`config.mk`:
```
export PLATFORM = sky130hd
export DESIGN_NAME = keypad_timer_stopwatch_controller
export DESIGN_NICKNAME = d
export VERILOG_FILES = /design/src/design/ktsc_pkg.sv /design/src/design/ktsc_update.sv /design/src/design/keypad_timer_stopwatch_controller.sv
export VERILOG_INCLUDE_DIRS = /design/src /design/src/design
export SDC_FILE = /design/constraint.sdc
export NUM_CORES = 1
export LEC_CHECK = 0
export ABC_AREA = 1
export BUFFER_PORTS_ARGS = -buffer_cell sky130_fd_sc_hd__buf_2
export CORE_ASPECT_RATIO = 2
export CORE_MARGIN = 4
export CORE_UTILIZATION = 45
export DETAILED_ROUTE_END_ITERATION = 8
export PLACE_DENSITY = 0.76
export SLEW_MARGIN = 25
export SYNTH_ARGS = -nofsm -noshare
export SYNTH_HDL_FRONTEND = slang
export SYNTH_HIERARCHICAL = 1
export SYNTH_SLANG_ARGS = --single-unit
```
`constraint.sdc`:
```
create_clock -name clk_i -period 2.4 [get_ports clk_i]
set_input_delay 0.24 -clock clk_i [delete_from_list [all_inputs] [get_ports clk_i]]
set_output_delay 0.24 -clock clk_i [all_outputs]
set_load 0.02 [all_outputs]
```
`src/design/assert_macros.svh`:
```
// ----------------------------------------------------------------------------
// Assertion macros included by the controller design file
// Concurrent checks clocked on clk_i, with and without the reset disable.
// ----------------------------------------------------------------------------
`ifndef ASSERT_MACROS_SVH
`define ASSERT_MACROS_SVH

// Check a property on every rising edge while reset is released
`define ASSERT_CHK(lbl, prop, msg) \
  lbl: assert property (@(posedge clk_i) disable iff (!rst_ni) (prop)) else $error(msg);

// Check a property on every rising edge, reset included
`define ASSERT_ALWAYS(lbl, prop, msg) \
  lbl: assert property (@(posedge clk_i) (prop)) else $error(msg);

`endif

```
`src/design/ktsc_pkg.sv`:
```
// ----------------------------------------------------------------------------
// ktsc_pkg
// Codes, digit types, digit tables and the state struct of the keypad timer/stopwatch.
// ----------------------------------------------------------------------------
`timescale 1ns / 1ps

package ktsc_pkg;

  localparam int unsigned DigitCount = 4;
  localparam int unsigned DigitW     = 4;

  typedef logic [DigitW-1:0] digit_t;
  // Index 0 is the leftmost digit (tens of minutes)
  typedef digit_t [DigitCount-1:0] digits_t;

  localparam digit_t BLANK_CODE = 4'd10;

  // Key codes
  localparam logic [3:0] KEY_OK     = 4'd10;
  localparam logic [3:0] KEY_DELETE = 4'd11;
  localparam logic [3:0] KEY_MODE   = 4'd12;

  // Item kinds
  localparam logic OP_KEY  = 1'b0;
  localparam logic OP_TICK = 1'b1;

  // Mode codes
  localparam logic [1:0] MODE_ENTRY     = 2'd0;
  localparam logic [1:0] MODE_TIMER     = 2'd1;
  localparam logic [1:0] MODE_STOPWATCH = 2'd2;

  // Stopwatch wrap limits and timer borrow reloads, listed from the rightmost digit
  localparam digits_t SW_LIMIT  = {4'd10, 4'd6, 4'd10, 4'd6};
  localparam digits_t TM_RELOAD = {4'd9, 4'd5, 4'd9, 4'd9};

  typedef struct packed {
    digits_t    entry;
    digits_t    count;
    logic [1:0] mode;
    logic       run;
  } ctrl_state_t;

endpackage

```
`src/design/ktsc_update.sv`:
```
// ----------------------------------------------------------------------------
// ktsc_update
// Next-state logic for one key press or one-second tick.
// ----------------------------------------------------------------------------
`timescale 1ns / 1ps

module ktsc_update (
  input  ktsc_pkg::ctrl_state_t state_i,
  input  logic                  opcode_i,
  input  logic [3:0]            key_code_i,
  output ktsc_pkg::ctrl_state_t state_o,
  output logic                  alarm_o
);

  ktsc_pkg::digits_t sw_next;
  ktsc_pkg::digits_t tm_next;
  logic              sw_carry;
  logic              tm_borrow;
  logic [4:0]        sw_sum;

  // Advance the stopwatch: ripple a carry from the seconds digit leftward
  always_comb begin
    sw_carry = 1'b1;
    sw_sum   = '0;
    sw_next  = state_i.count;
    for (int i = ktsc_pkg::DigitCount - 1; i >= 0; i--) begin
      if (sw_carry) begin
        sw_sum = {1'b0, state_i.count[i]} + 5'd1;
        if (sw_sum < {1'b0, ktsc_pkg::SW_LIMIT[i]}) begin
          sw_next[i] = sw_sum[3:0];
          sw_carry   = 1'b0;
        end else begin
          sw_next[i] = '0;
        end
      end
    end
  end

  // Count the timer down: zero digits reload while the borrow ripples left
  always_comb begin
    tm_borrow = 1'b1;
    tm_next   = state_i.count;
    for (int i = ktsc_pkg::DigitCount - 1; i >= 0; i--) begin
      if (tm_borrow) begin
        if (state_i.count[i] != '0) begin
          tm_next[i] = state_i.count[i] - 4'd1;
          tm_borrow  = 1'b0;
        end else begin
          tm_next[i] = ktsc_pkg::TM_RELOAD[i];
        end
      end
    end
  end

  // Apply the transaction to the state
  always_comb begin
    state_o = state_i;
    alarm_o = 1'b0;
    if (opcode_i == ktsc_pkg::OP_KEY) begin
      if (state_i.mode == ktsc_pkg::MODE_ENTRY) begin
        if (key_code_i inside {[4'd0:4'd9]}) begin
          if (state_i.entry[0] == ktsc_pkg::BLANK_CODE) begin
            for (int i = 0; i < ktsc_pkg::DigitCount - 1; i++) begin
              state_o.entry[i] = state_i.entry[i+1];
            end
            state_o.entry[ktsc_pkg::DigitCount-1] = key_code_i;
          end
        end else begin
          case (key_code_i)
            ktsc_pkg::KEY_DELETE: begin
              for (int i = ktsc_pkg::DigitCount - 1; i > 0; i--) begin
                state_o.entry[i] = state_i.entry[i-1];
              end
              state_o.entry[0] = ktsc_pkg::BLANK_CODE;
            end
            ktsc_pkg::KEY_OK: begin
              for (int i = 0; i < ktsc_pkg::DigitCount; i++) begin
                state_o.count[i] = (state_i.entry[i] == ktsc_pkg::BLANK_CODE) ?
                                   '0 : state_i.entry[i];
              end
              state_o.mode = ktsc_pkg::MODE_TIMER;
              state_o.run  = 1'b1;
            end
            ktsc_pkg::KEY_MODE: begin
              state_o.count = '0;
              state_o.mode  = ktsc_pkg::MODE_STOPWATCH;
              state_o.run   = 1'b1;
            end
            default: begin
            end
          endcase
        end
      end else if (state_i.run) begin
        if (key_code_i == ktsc_pkg::KEY_OK) begin
          state_o.run = 1'b0;
        end
      end else begin
        if (key_code_i == ktsc_pkg::KEY_OK) begin
          state_o.run = 1'b1;
        end else if (key_code_i == ktsc_pkg::KEY_MODE) begin
          state_o.entry = {ktsc_pkg::DigitCount{ktsc_pkg::BLANK_CODE}};
          state_o.mode  = ktsc_pkg::MODE_ENTRY;
        end
      end
    end else if (state_i.run) begin
      if (state_i.mode == ktsc_pkg::MODE_STOPWATCH) begin
        state_o.count = sw_next;
      end else if (state_i.mode == ktsc_pkg::MODE_TIMER) begin
        if (tm_borrow) begin
          // Expired at 00:00: hold the count, drop back to a blank entry
          alarm_o       = 1'b1;
          state_o.mode  = ktsc_pkg::MODE_ENTRY;
          state_o.run   = 1'b0;
          state_o.entry = {ktsc_pkg::DigitCount{ktsc_pkg::BLANK_CODE}};
        end else begin
          state_o.count = tm_next;
        end
      end
    end
  end

endmodule

```
`src/design/keypad_timer_stopwatch_controller.sv`:
```
// ----------------------------------------------------------------------------
// keypad_timer_stopwatch_controller
// mm:ss countdown timer and stopwatch driven by key presses and second ticks.
// ----------------------------------------------------------------------------
// Usage:
//   Input channel (in_valid_i/in_ready_o) carries one transaction per event:
//   opcode_i 0 is a key press with key_code_i, opcode_i 1 a one-second tick.
//   Output channel (out_valid_o/out_ready_i) returns exactly one transaction
//   per input: four shown digits (10 = blank), mode, run flag and alarm.
//   The event lands in an input register, the state update runs in one pass
//   of logic, and the result lands in the output register. Throughput is one
//   transaction per cycle while out_ready_i stays high, set by that single
//   update pass and the one-deep input register.
//   When the receiver stalls, the result is held and one more event waits in
//   the input register; in_ready_o drops only when both are full.
//   Reset clears the entry buffer to blank, the count to 00:00, selects entry
//   mode, pauses, and empties both registers.
// ----------------------------------------------------------------------------
`timescale 1ns / 1ps
`include "assert_macros.svh"

module keypad_timer_stopwatch_controller (
  input  logic       clk_i,
  input  logic       rst_ni,
  input  logic       in_valid_i,
  output logic       in_ready_o,
  input  logic       opcode_i,
  input  logic [3:0] key_code_i,
  output logic       out_valid_o,
  input  logic       out_ready_i,
  output logic [3:0] shown_digit_0_o,
  output logic [3:0] shown_digit_1_o,
  output logic [3:0] shown_digit_2_o,
  output logic [3:0] shown_digit_3_o,
  output logic [1:0] current_mode_o,
  output logic       is_running_o,
  output logic       alarm_o
);

  ktsc_pkg::ctrl_state_t state_q, state_d;
  logic                  in_valid_q;
  logic                  opcode_q;
  logic [3:0]            key_q;
  logic                  advance;
  logic                  alarm_d;

  ktsc_pkg::digits_t     shown_q;
  logic [1:0]            mode_out_q;
  logic                  run_out_q;
  logic                  alarm_q;
  logic                  out_valid_q;

  // Move the held event into the result register when it is free
  assign advance    = in_valid_q && (!out_valid_q || out_ready_i);
  assign in_ready_o = !in_valid_q || advance;

  // Capture the input transaction
  always_ff @(posedge clk_i or negedge rst_ni) begin
    if (!rst_ni) begin
      in_valid_q <= 1'b0;
    end else if (in_ready_o) begin
      in_valid_q <= in_valid_i;
    end
  end

  always_ff @(posedge clk_i) begin
    if (in_ready_o && in_valid_i) begin
      opcode_q <= opcode_i;
      key_q    <= key_code_i;
    end
  end

  ktsc_update u_update (
    .state_i    (state_q),
    .opcode_i   (opcode_q),
    .key_code_i (key_q),
    .state_o    (state_d),
    .alarm_o    (alarm_d)
  );

  // Commit the state update
  always_ff @(posedge clk_i or negedge rst_ni) begin
    if (!rst_ni) begin
      state_q.entry <= {ktsc_pkg::DigitCount{ktsc_pkg::BLANK_CODE}};
      state_q.count <= '0;
      state_q.mode  <= ktsc_pkg::MODE_ENTRY;
      state_q.run   <= 1'b0;
    end else if (advance) begin
      state_q <= state_d;
    end
  end

  // Hold the result until the receiver takes it
  always_ff @(posedge clk_i or negedge rst_ni) begin
    if (!rst_ni) begin
      out_valid_q <= 1'b0;
    end else if (advance) begin
      out_valid_q <= 1'b1;
    end else if (out_ready_i) begin
      out_valid_q <= 1'b0;
    end
  end

  always_ff @(posedge clk_i) begin
    if (advance) begin
      shown_q    <= (state_d.mode == ktsc_pkg::MODE_ENTRY) ? state_d.entry : state_d.count;
      mode_out_q <= state_d.mode;
      run_out_q  <= state_d.run;
      alarm_q    <= alarm_d;
    end
  end

  assign out_valid_o     = out_valid_q;
  assign shown_digit_0_o = shown_q[0];
  assign shown_digit_1_o = shown_q[1];
  assign shown_digit_2_o = shown_q[2];
  assign shown_digit_3_o = shown_q[3];
  assign current_mode_o  = mode_out_q;
  assign is_running_o    = run_out_q;
  assign alarm_o         = alarm_q;

  // Checks
  `ASSERT_CHK(a_alarm_ends_count, out_valid_o && alarm_o |-> current_mode_o == ktsc_pkg::MODE_ENTRY && !is_running_o, "alarm result not in paused entry mode")
  `ASSERT_ALWAYS(a_stall_only_full, !in_ready_o |-> in_valid_q && out_valid_q && !out_ready_i, "input stalled without a full pipeline")
  `ASSERT_CHK(a_state_holds, !advance |=> $stable(state_q), "state changed without a transaction")

endmodule

```
### After elaboration in Yosys (flattened, before gate mapping)

Cells that the tools add are included.
Widths: inputs -> output; s select.

* multiplexer cells: 60
* equal/unequal tests: 9
* bitwise gates (word level): 3
* $lt $le $gt $ge: 6
* add/subtract/negate cells: 8
* reduce and logical (&&, ||, !) cells: 15

Operator list (number)
* $mux 16: 13
* $mux 35: 3
* $mux 4: 18
* $pmux 19 s2: 1
* $eq 4x4->1 const B: 7
* $add 4x1->5 const B: 4
* $mux 19: 1
* $mux 1: 18
* $reduce_bool 4->1: 4
* $sub 4x1->4 const B: 4
* $lt 5x3->1 const B: 2
* $lt 5x4->1 const B: 2
* $mux 3: 3
* $mux 2: 3
* $ge 4x1->1 const B: 1
* $le 4x4->1 const B: 1
* $logic_not 2->1: 2
* $reduce_or 4->1: 1
* $logic_and 1x1->1: 3
* $not 1->1: 3
* $eq 2x1->1 const B: 1
* $eq 2x2->1 const B: 1
* $logic_not 1->1: 2
* $logic_or 1x1->1: 2
* $reduce_bool 2->1: 1

* output and inout bits: 22
* bits of input ports: 9
* logic and storage cells: 122
* flip-flop bits (word level): 62

### Depth between registers and ports, before layout

* depth after elaboration: 13
* depth in mapped cells: 17
* gate-level depth less buffers: 17

### Cells and area by module

The synthesis kept the hierarchy.

Modules (own cells, without submodules)
* ktsc_update: instances 1, cells an instance 493, seq. area each 0.0 um2, area an instance 2507.4 um2
* keypad_timer_stopwatch_controller: instances 1, cells an instance 238, seq. area each 1686.6 um2, area an instance 2506.2 um2

### Worst setup path after synthesis

OpenSTA, ideal clock, no wires.

* path type: flip-flop to flip-flop
* start point: register state_q[15] (netlist bit)
* end point: register shown_q, in the netlist shown_digit_2_o[2] (data pin)
* slack: -0.007 ns
* data arrival time: 2.151 ns
* clock period less this slack: 2.407 ns
* data required time: 2.144 ns
* setup time: 0.256 ns
* stages on the path, launching flop included: 12
* path buffers: 1
* cell sequence: dfrtp_1 inv_1 ha_1 nand3_4 nor2_4 nand3_2 nor3_2 o31ai_1 nor2_4 buf_6 nand2_1 nand2_1

RTL lines
* start, declared: line keypad_timer_stopwatch_controller.sv:40 `ktsc_pkg::ctrl_state_t state_q, state_d;`
* start signal, assigned: line keypad_timer_stopwatch_controller.sv:89 `state_q <= state_d;`
* end signal, assigned: line keypad_timer_stopwatch_controller.sv:106 `shown_q <= (state_d.mode == ktsc_pkg::MODE_ENTRY) ? state_d.entry : state_d.count;`
* end, declared: line keypad_timer_stopwatch_controller.sv:47 `ktsc_pkg::digits_t shown_q;`

==> impl_metrics.csv <==
group,metric,value,unit
status,status,"finished clean",
floorplanning,start_util,0.461,
setup_path,crit_required,2.48,ns
setup_path,path_max_fanout,6,
timing,slew_headroom,0.368,
setup_path,worstPathCellList,"inv_1, ha_1, nand3_4, nor2_4, nand3_2, nor3_4, buf_4, nand2_2, nand2_1, o21ai_1, nand2_1, nand2_1",
power_and_ir_drop,netSwitchingPower,3.82,mW
drt,route.detailed.drc,0,
clock_network,cts_buffer_depth,2,
floorplanning,die_width,82.6,um
logic_synthesis,synth_adder_area_share,0.0200,
power_and_ir_drop,combPwrFrac,0.576,
setup_path,path_class,"reg -> reg",
cells_and_area,final_nets,820,
job,drv_cap,0,
place,placed_area,5590,um2
clock_network,cts_buffers,9,
logic_synthesis,synth_top_family_by_area,"simple AND/OR/NAND/NOR gates",
floorplanning,core,10900,um2
power_and_ir_drop,clockPowerShare,0.177,
place,pre_cts_ws,0.0362,ns
cells_and_area,fin_area,5970,um2
timing,fin_crit,2.27,ns
clock_network,cts_sinks,62,
clock_network,root_buffer,"clkbuf_16",
place,dp.final_hpwl,13200,um
clock_network,postCtsHoldBufs,0,
setup_path,crit_family,"simple AND/OR/NAND/NOR gates",
logic_synthesis,synthArstFlopShare,0.597,
power_and_ir_drop,power_density,1330,nW/um2
setup_path,slowest_delay,0.38,ns
logic_synthesis,syn-num-nets,748,
logic_synthesis,syn_area,5010,um2
timing,finClkSkew,0.00790,ns
cells_and_area,final_cells,948,
place,placed_cells,932,
clock_network,worstSkewPairLatency,0.34,ns
floorplanning,die_area,13000,um2
drt,via_per_inst,5.85,
timing,maxSlewViolCount,0,
min_path,hp-class,"in -> async",
global_routing,antenna_found_initial,0,
clock_network,h-tree-depth,3,
logic_synthesis,synth-simple-area-share,0.369,
global_routing,grt_pass1_vias,5432,
timing,fin_ws,0.125,ns
cells_and_area,fin_util,0.549,
clock_network,clk_pin_slew_worst_paths,0.06,ns
logic_synthesis,syn_inst,731,
drt,drt_iter0_drc,489,
floorplanning,core.rowCount,54,
power_and_ir_drop,swShare,0.481,
logic_synthesis,ys_types,47,
power_and_ir_drop,seqPwrFrac,0.247,
logic_synthesis,yosysTopAreaCell,"nand2_1",
drt,routedWlPerCell,18.6,um
timing,period_share,0.948,
drt,dr.pass1.iters,5,
logic_synthesis,ys_seq_area_frac,0.336,
setup_path,cp-start-kind,"flop",
logic_synthesis,synth_area_leaders,"nand2_1, edfxtp_1, dfrtp_1",
clock_network,cts_tree,"done",
setup_path,critPathArrivalTime,2.35,ns
drt,wl,17700,um
timing,fmax,0.440,GHz
cells_and_area,layout-drive-gt1-share,0.217,
floorplanning,pin_count,31,
global_routing,grt_pass1_wl,27800,um
place,io_buffers,30,
global_routing,overflow,0,
floorplanning,fp.dieH,157,um
logic_synthesis,yosysTopAreaCellShare,0.177,
place,gp_congestion,1.04,
setup_path,startpoint,"state_q[15]",
timing,setup_violations,0,
logic_synthesis,yosysWarningCount,6,
cells_and_area,nFillCells,1075,
power_and_ir_drop,ir_drop,0.673,mV
logic_synthesis,synthFlopType,"dfrtp_1",
setup_path,cp-end-kind,"flop",
global_routing,track_usage,0.290,
timing,tightest_slew,0.948,ns
cells_and_area,antennaDiodeCount,0,
logic_synthesis,synth_mux_area_frac,0,
logic_synthesis,synth_enable_flop_cells,25,
setup_path,reg2reg_from,"state_q[15]",
power_and_ir_drop,leakagePower,2.88,nW
logic_synthesis,yosysMostFrequentCell,"nand2_1",
logic_synthesis,synthTopCellsByCount,"nand2_1, nand3_1, inv_1",
timing,rsz0062_at_grt,"yes",
logic_synthesis,avgSynthCellArea,6.86,um2
timing,hold_viol,0,
logic_synthesis,synth_xor_area_frac,0.0105,
drt,vias,5543,
drt,antenna_left,0,
logic_synthesis,synth-seq-cells,62,
global_routing,grt_max_degree,38,
cells_and_area,syn_to_final_growth,19.1,%
setup_path,crit_slowest_cell,"dfrtp_1",
power_and_ir_drop,power,7.95,mW
setup_path,cp_common_cell,"nand2_1",
setup_path,worst-path-buf-inv,2,
power_and_ir_drop,p_int,4.13,mW
logic_synthesis,synth_compound_gate_area_share,0.158,
[through the flow]
step / hold WS (ns) / setup TNS, ns
4_1_cts: 0.0672 / 0
5_1_grt: 0.0778 / -0.0609
2_1_floorplan: -0.0556 / 0
3_5_place_dp: 0.419 / 0
3_3_place_gp: 0.416 / 0
6_report: 0.0441 / 0
[state kept, by name, summed over array words and instances (netlist names), 2 cells and up]
name / cells
shown_digit_3_o: 4
shown_digit_0_o: 4
state_q: 35
key_q: 4
shown_digit_1_o: 4
current_mode_o: 2
shown_digit_2_o: 4
[worst register-to-register path: cells and delay by family (launching register included)]
family	cells	cell delay (ns)
compound gates	1	0.18
flops	1	0.38
buf+inv	2	0.25
fa+ha+maj	1	0.22
simple gates	8	0.98
[cell type report]
class | count | area (um2) | share of cell area
Clock buffer | 9 | 225 | 0.0377
Clock inverter | 7 | 97.6 | 0.0163
Inverter | 78 | 314 | 0.0526
Multi-Input combinational cell | 560 | 2860 | 0.478
Sequential cell | 62 | 1690 | 0.282
Tap cell | 140 | 175 | 0.0293
Timing Repair Buffer | 92 | 616 | 0.103
[per-layer routing]
metal,GRT usage,part of all wire
met3,0.0487,0.057
met4,0.251,0.10
met1,0.291,0.33
met5,0,0
met2,0.495,0.51
[timing repair]
| item | 4_1_cts | 5_1_grt |
|---|---|---|
| endpoints found under the setup margin | 0 | 20 |
| gates resized for setup | 0 | 14 |
| buffers inserted | 0 | 0 |
[cell usage in the layout (no fill, tap or decap), drive strengths merged, types with 9 or more instances in the layout]
cell / instances
a21oi: 27
buf: 92
clkbuf: 9
dfrtp: 29
edfxtp: 25
inv: 78
nand2: 248
nand3: 86
nand4: 10
nor2: 45
nor3: 14
o211ai: 9
o21ai: 70
o22ai: 19
[final timing paths]
check	cells past startpoint	slack, ns	to
max	12	0.13	shown_digit_3_o[2]
min	1	0.04	out_valid_o
max reg2reg	12	0.13	shown_digit_3_o[2]
min reg2reg	2	0.50	state_q[30]
max in group asynchronous	1	1.76	state_q[0]
min in group clk_i	1	0.08	key_q[0]
[cells by family (layout without fill, tap and decap cells)]
family / Yosys count / count (layout)
AO/OA/AOI/OAI: 138 / 138
XOR/XNOR: 6 / 6
adder cells (fa/ha/maj): 8 / 8
buffers and inverters: 109 / 186
flip-flops: 62 / 62
AND/OR/NAND/NOR: 408 / 408
[power by group through the flow]
stage                     registers, mW  clock network, mW  logic [mW]
after global placement             1.96                  0        4.38
after CTS                          1.95               1.42        4.45
after global routing               2.00               1.47        5.06
final                              1.96               1.41        4.58
after floorplan                    2.10                  0        2.75
after detailed placement           1.97                  0        4.42
No activity file was read; power rests on OpenSTA's default activity.
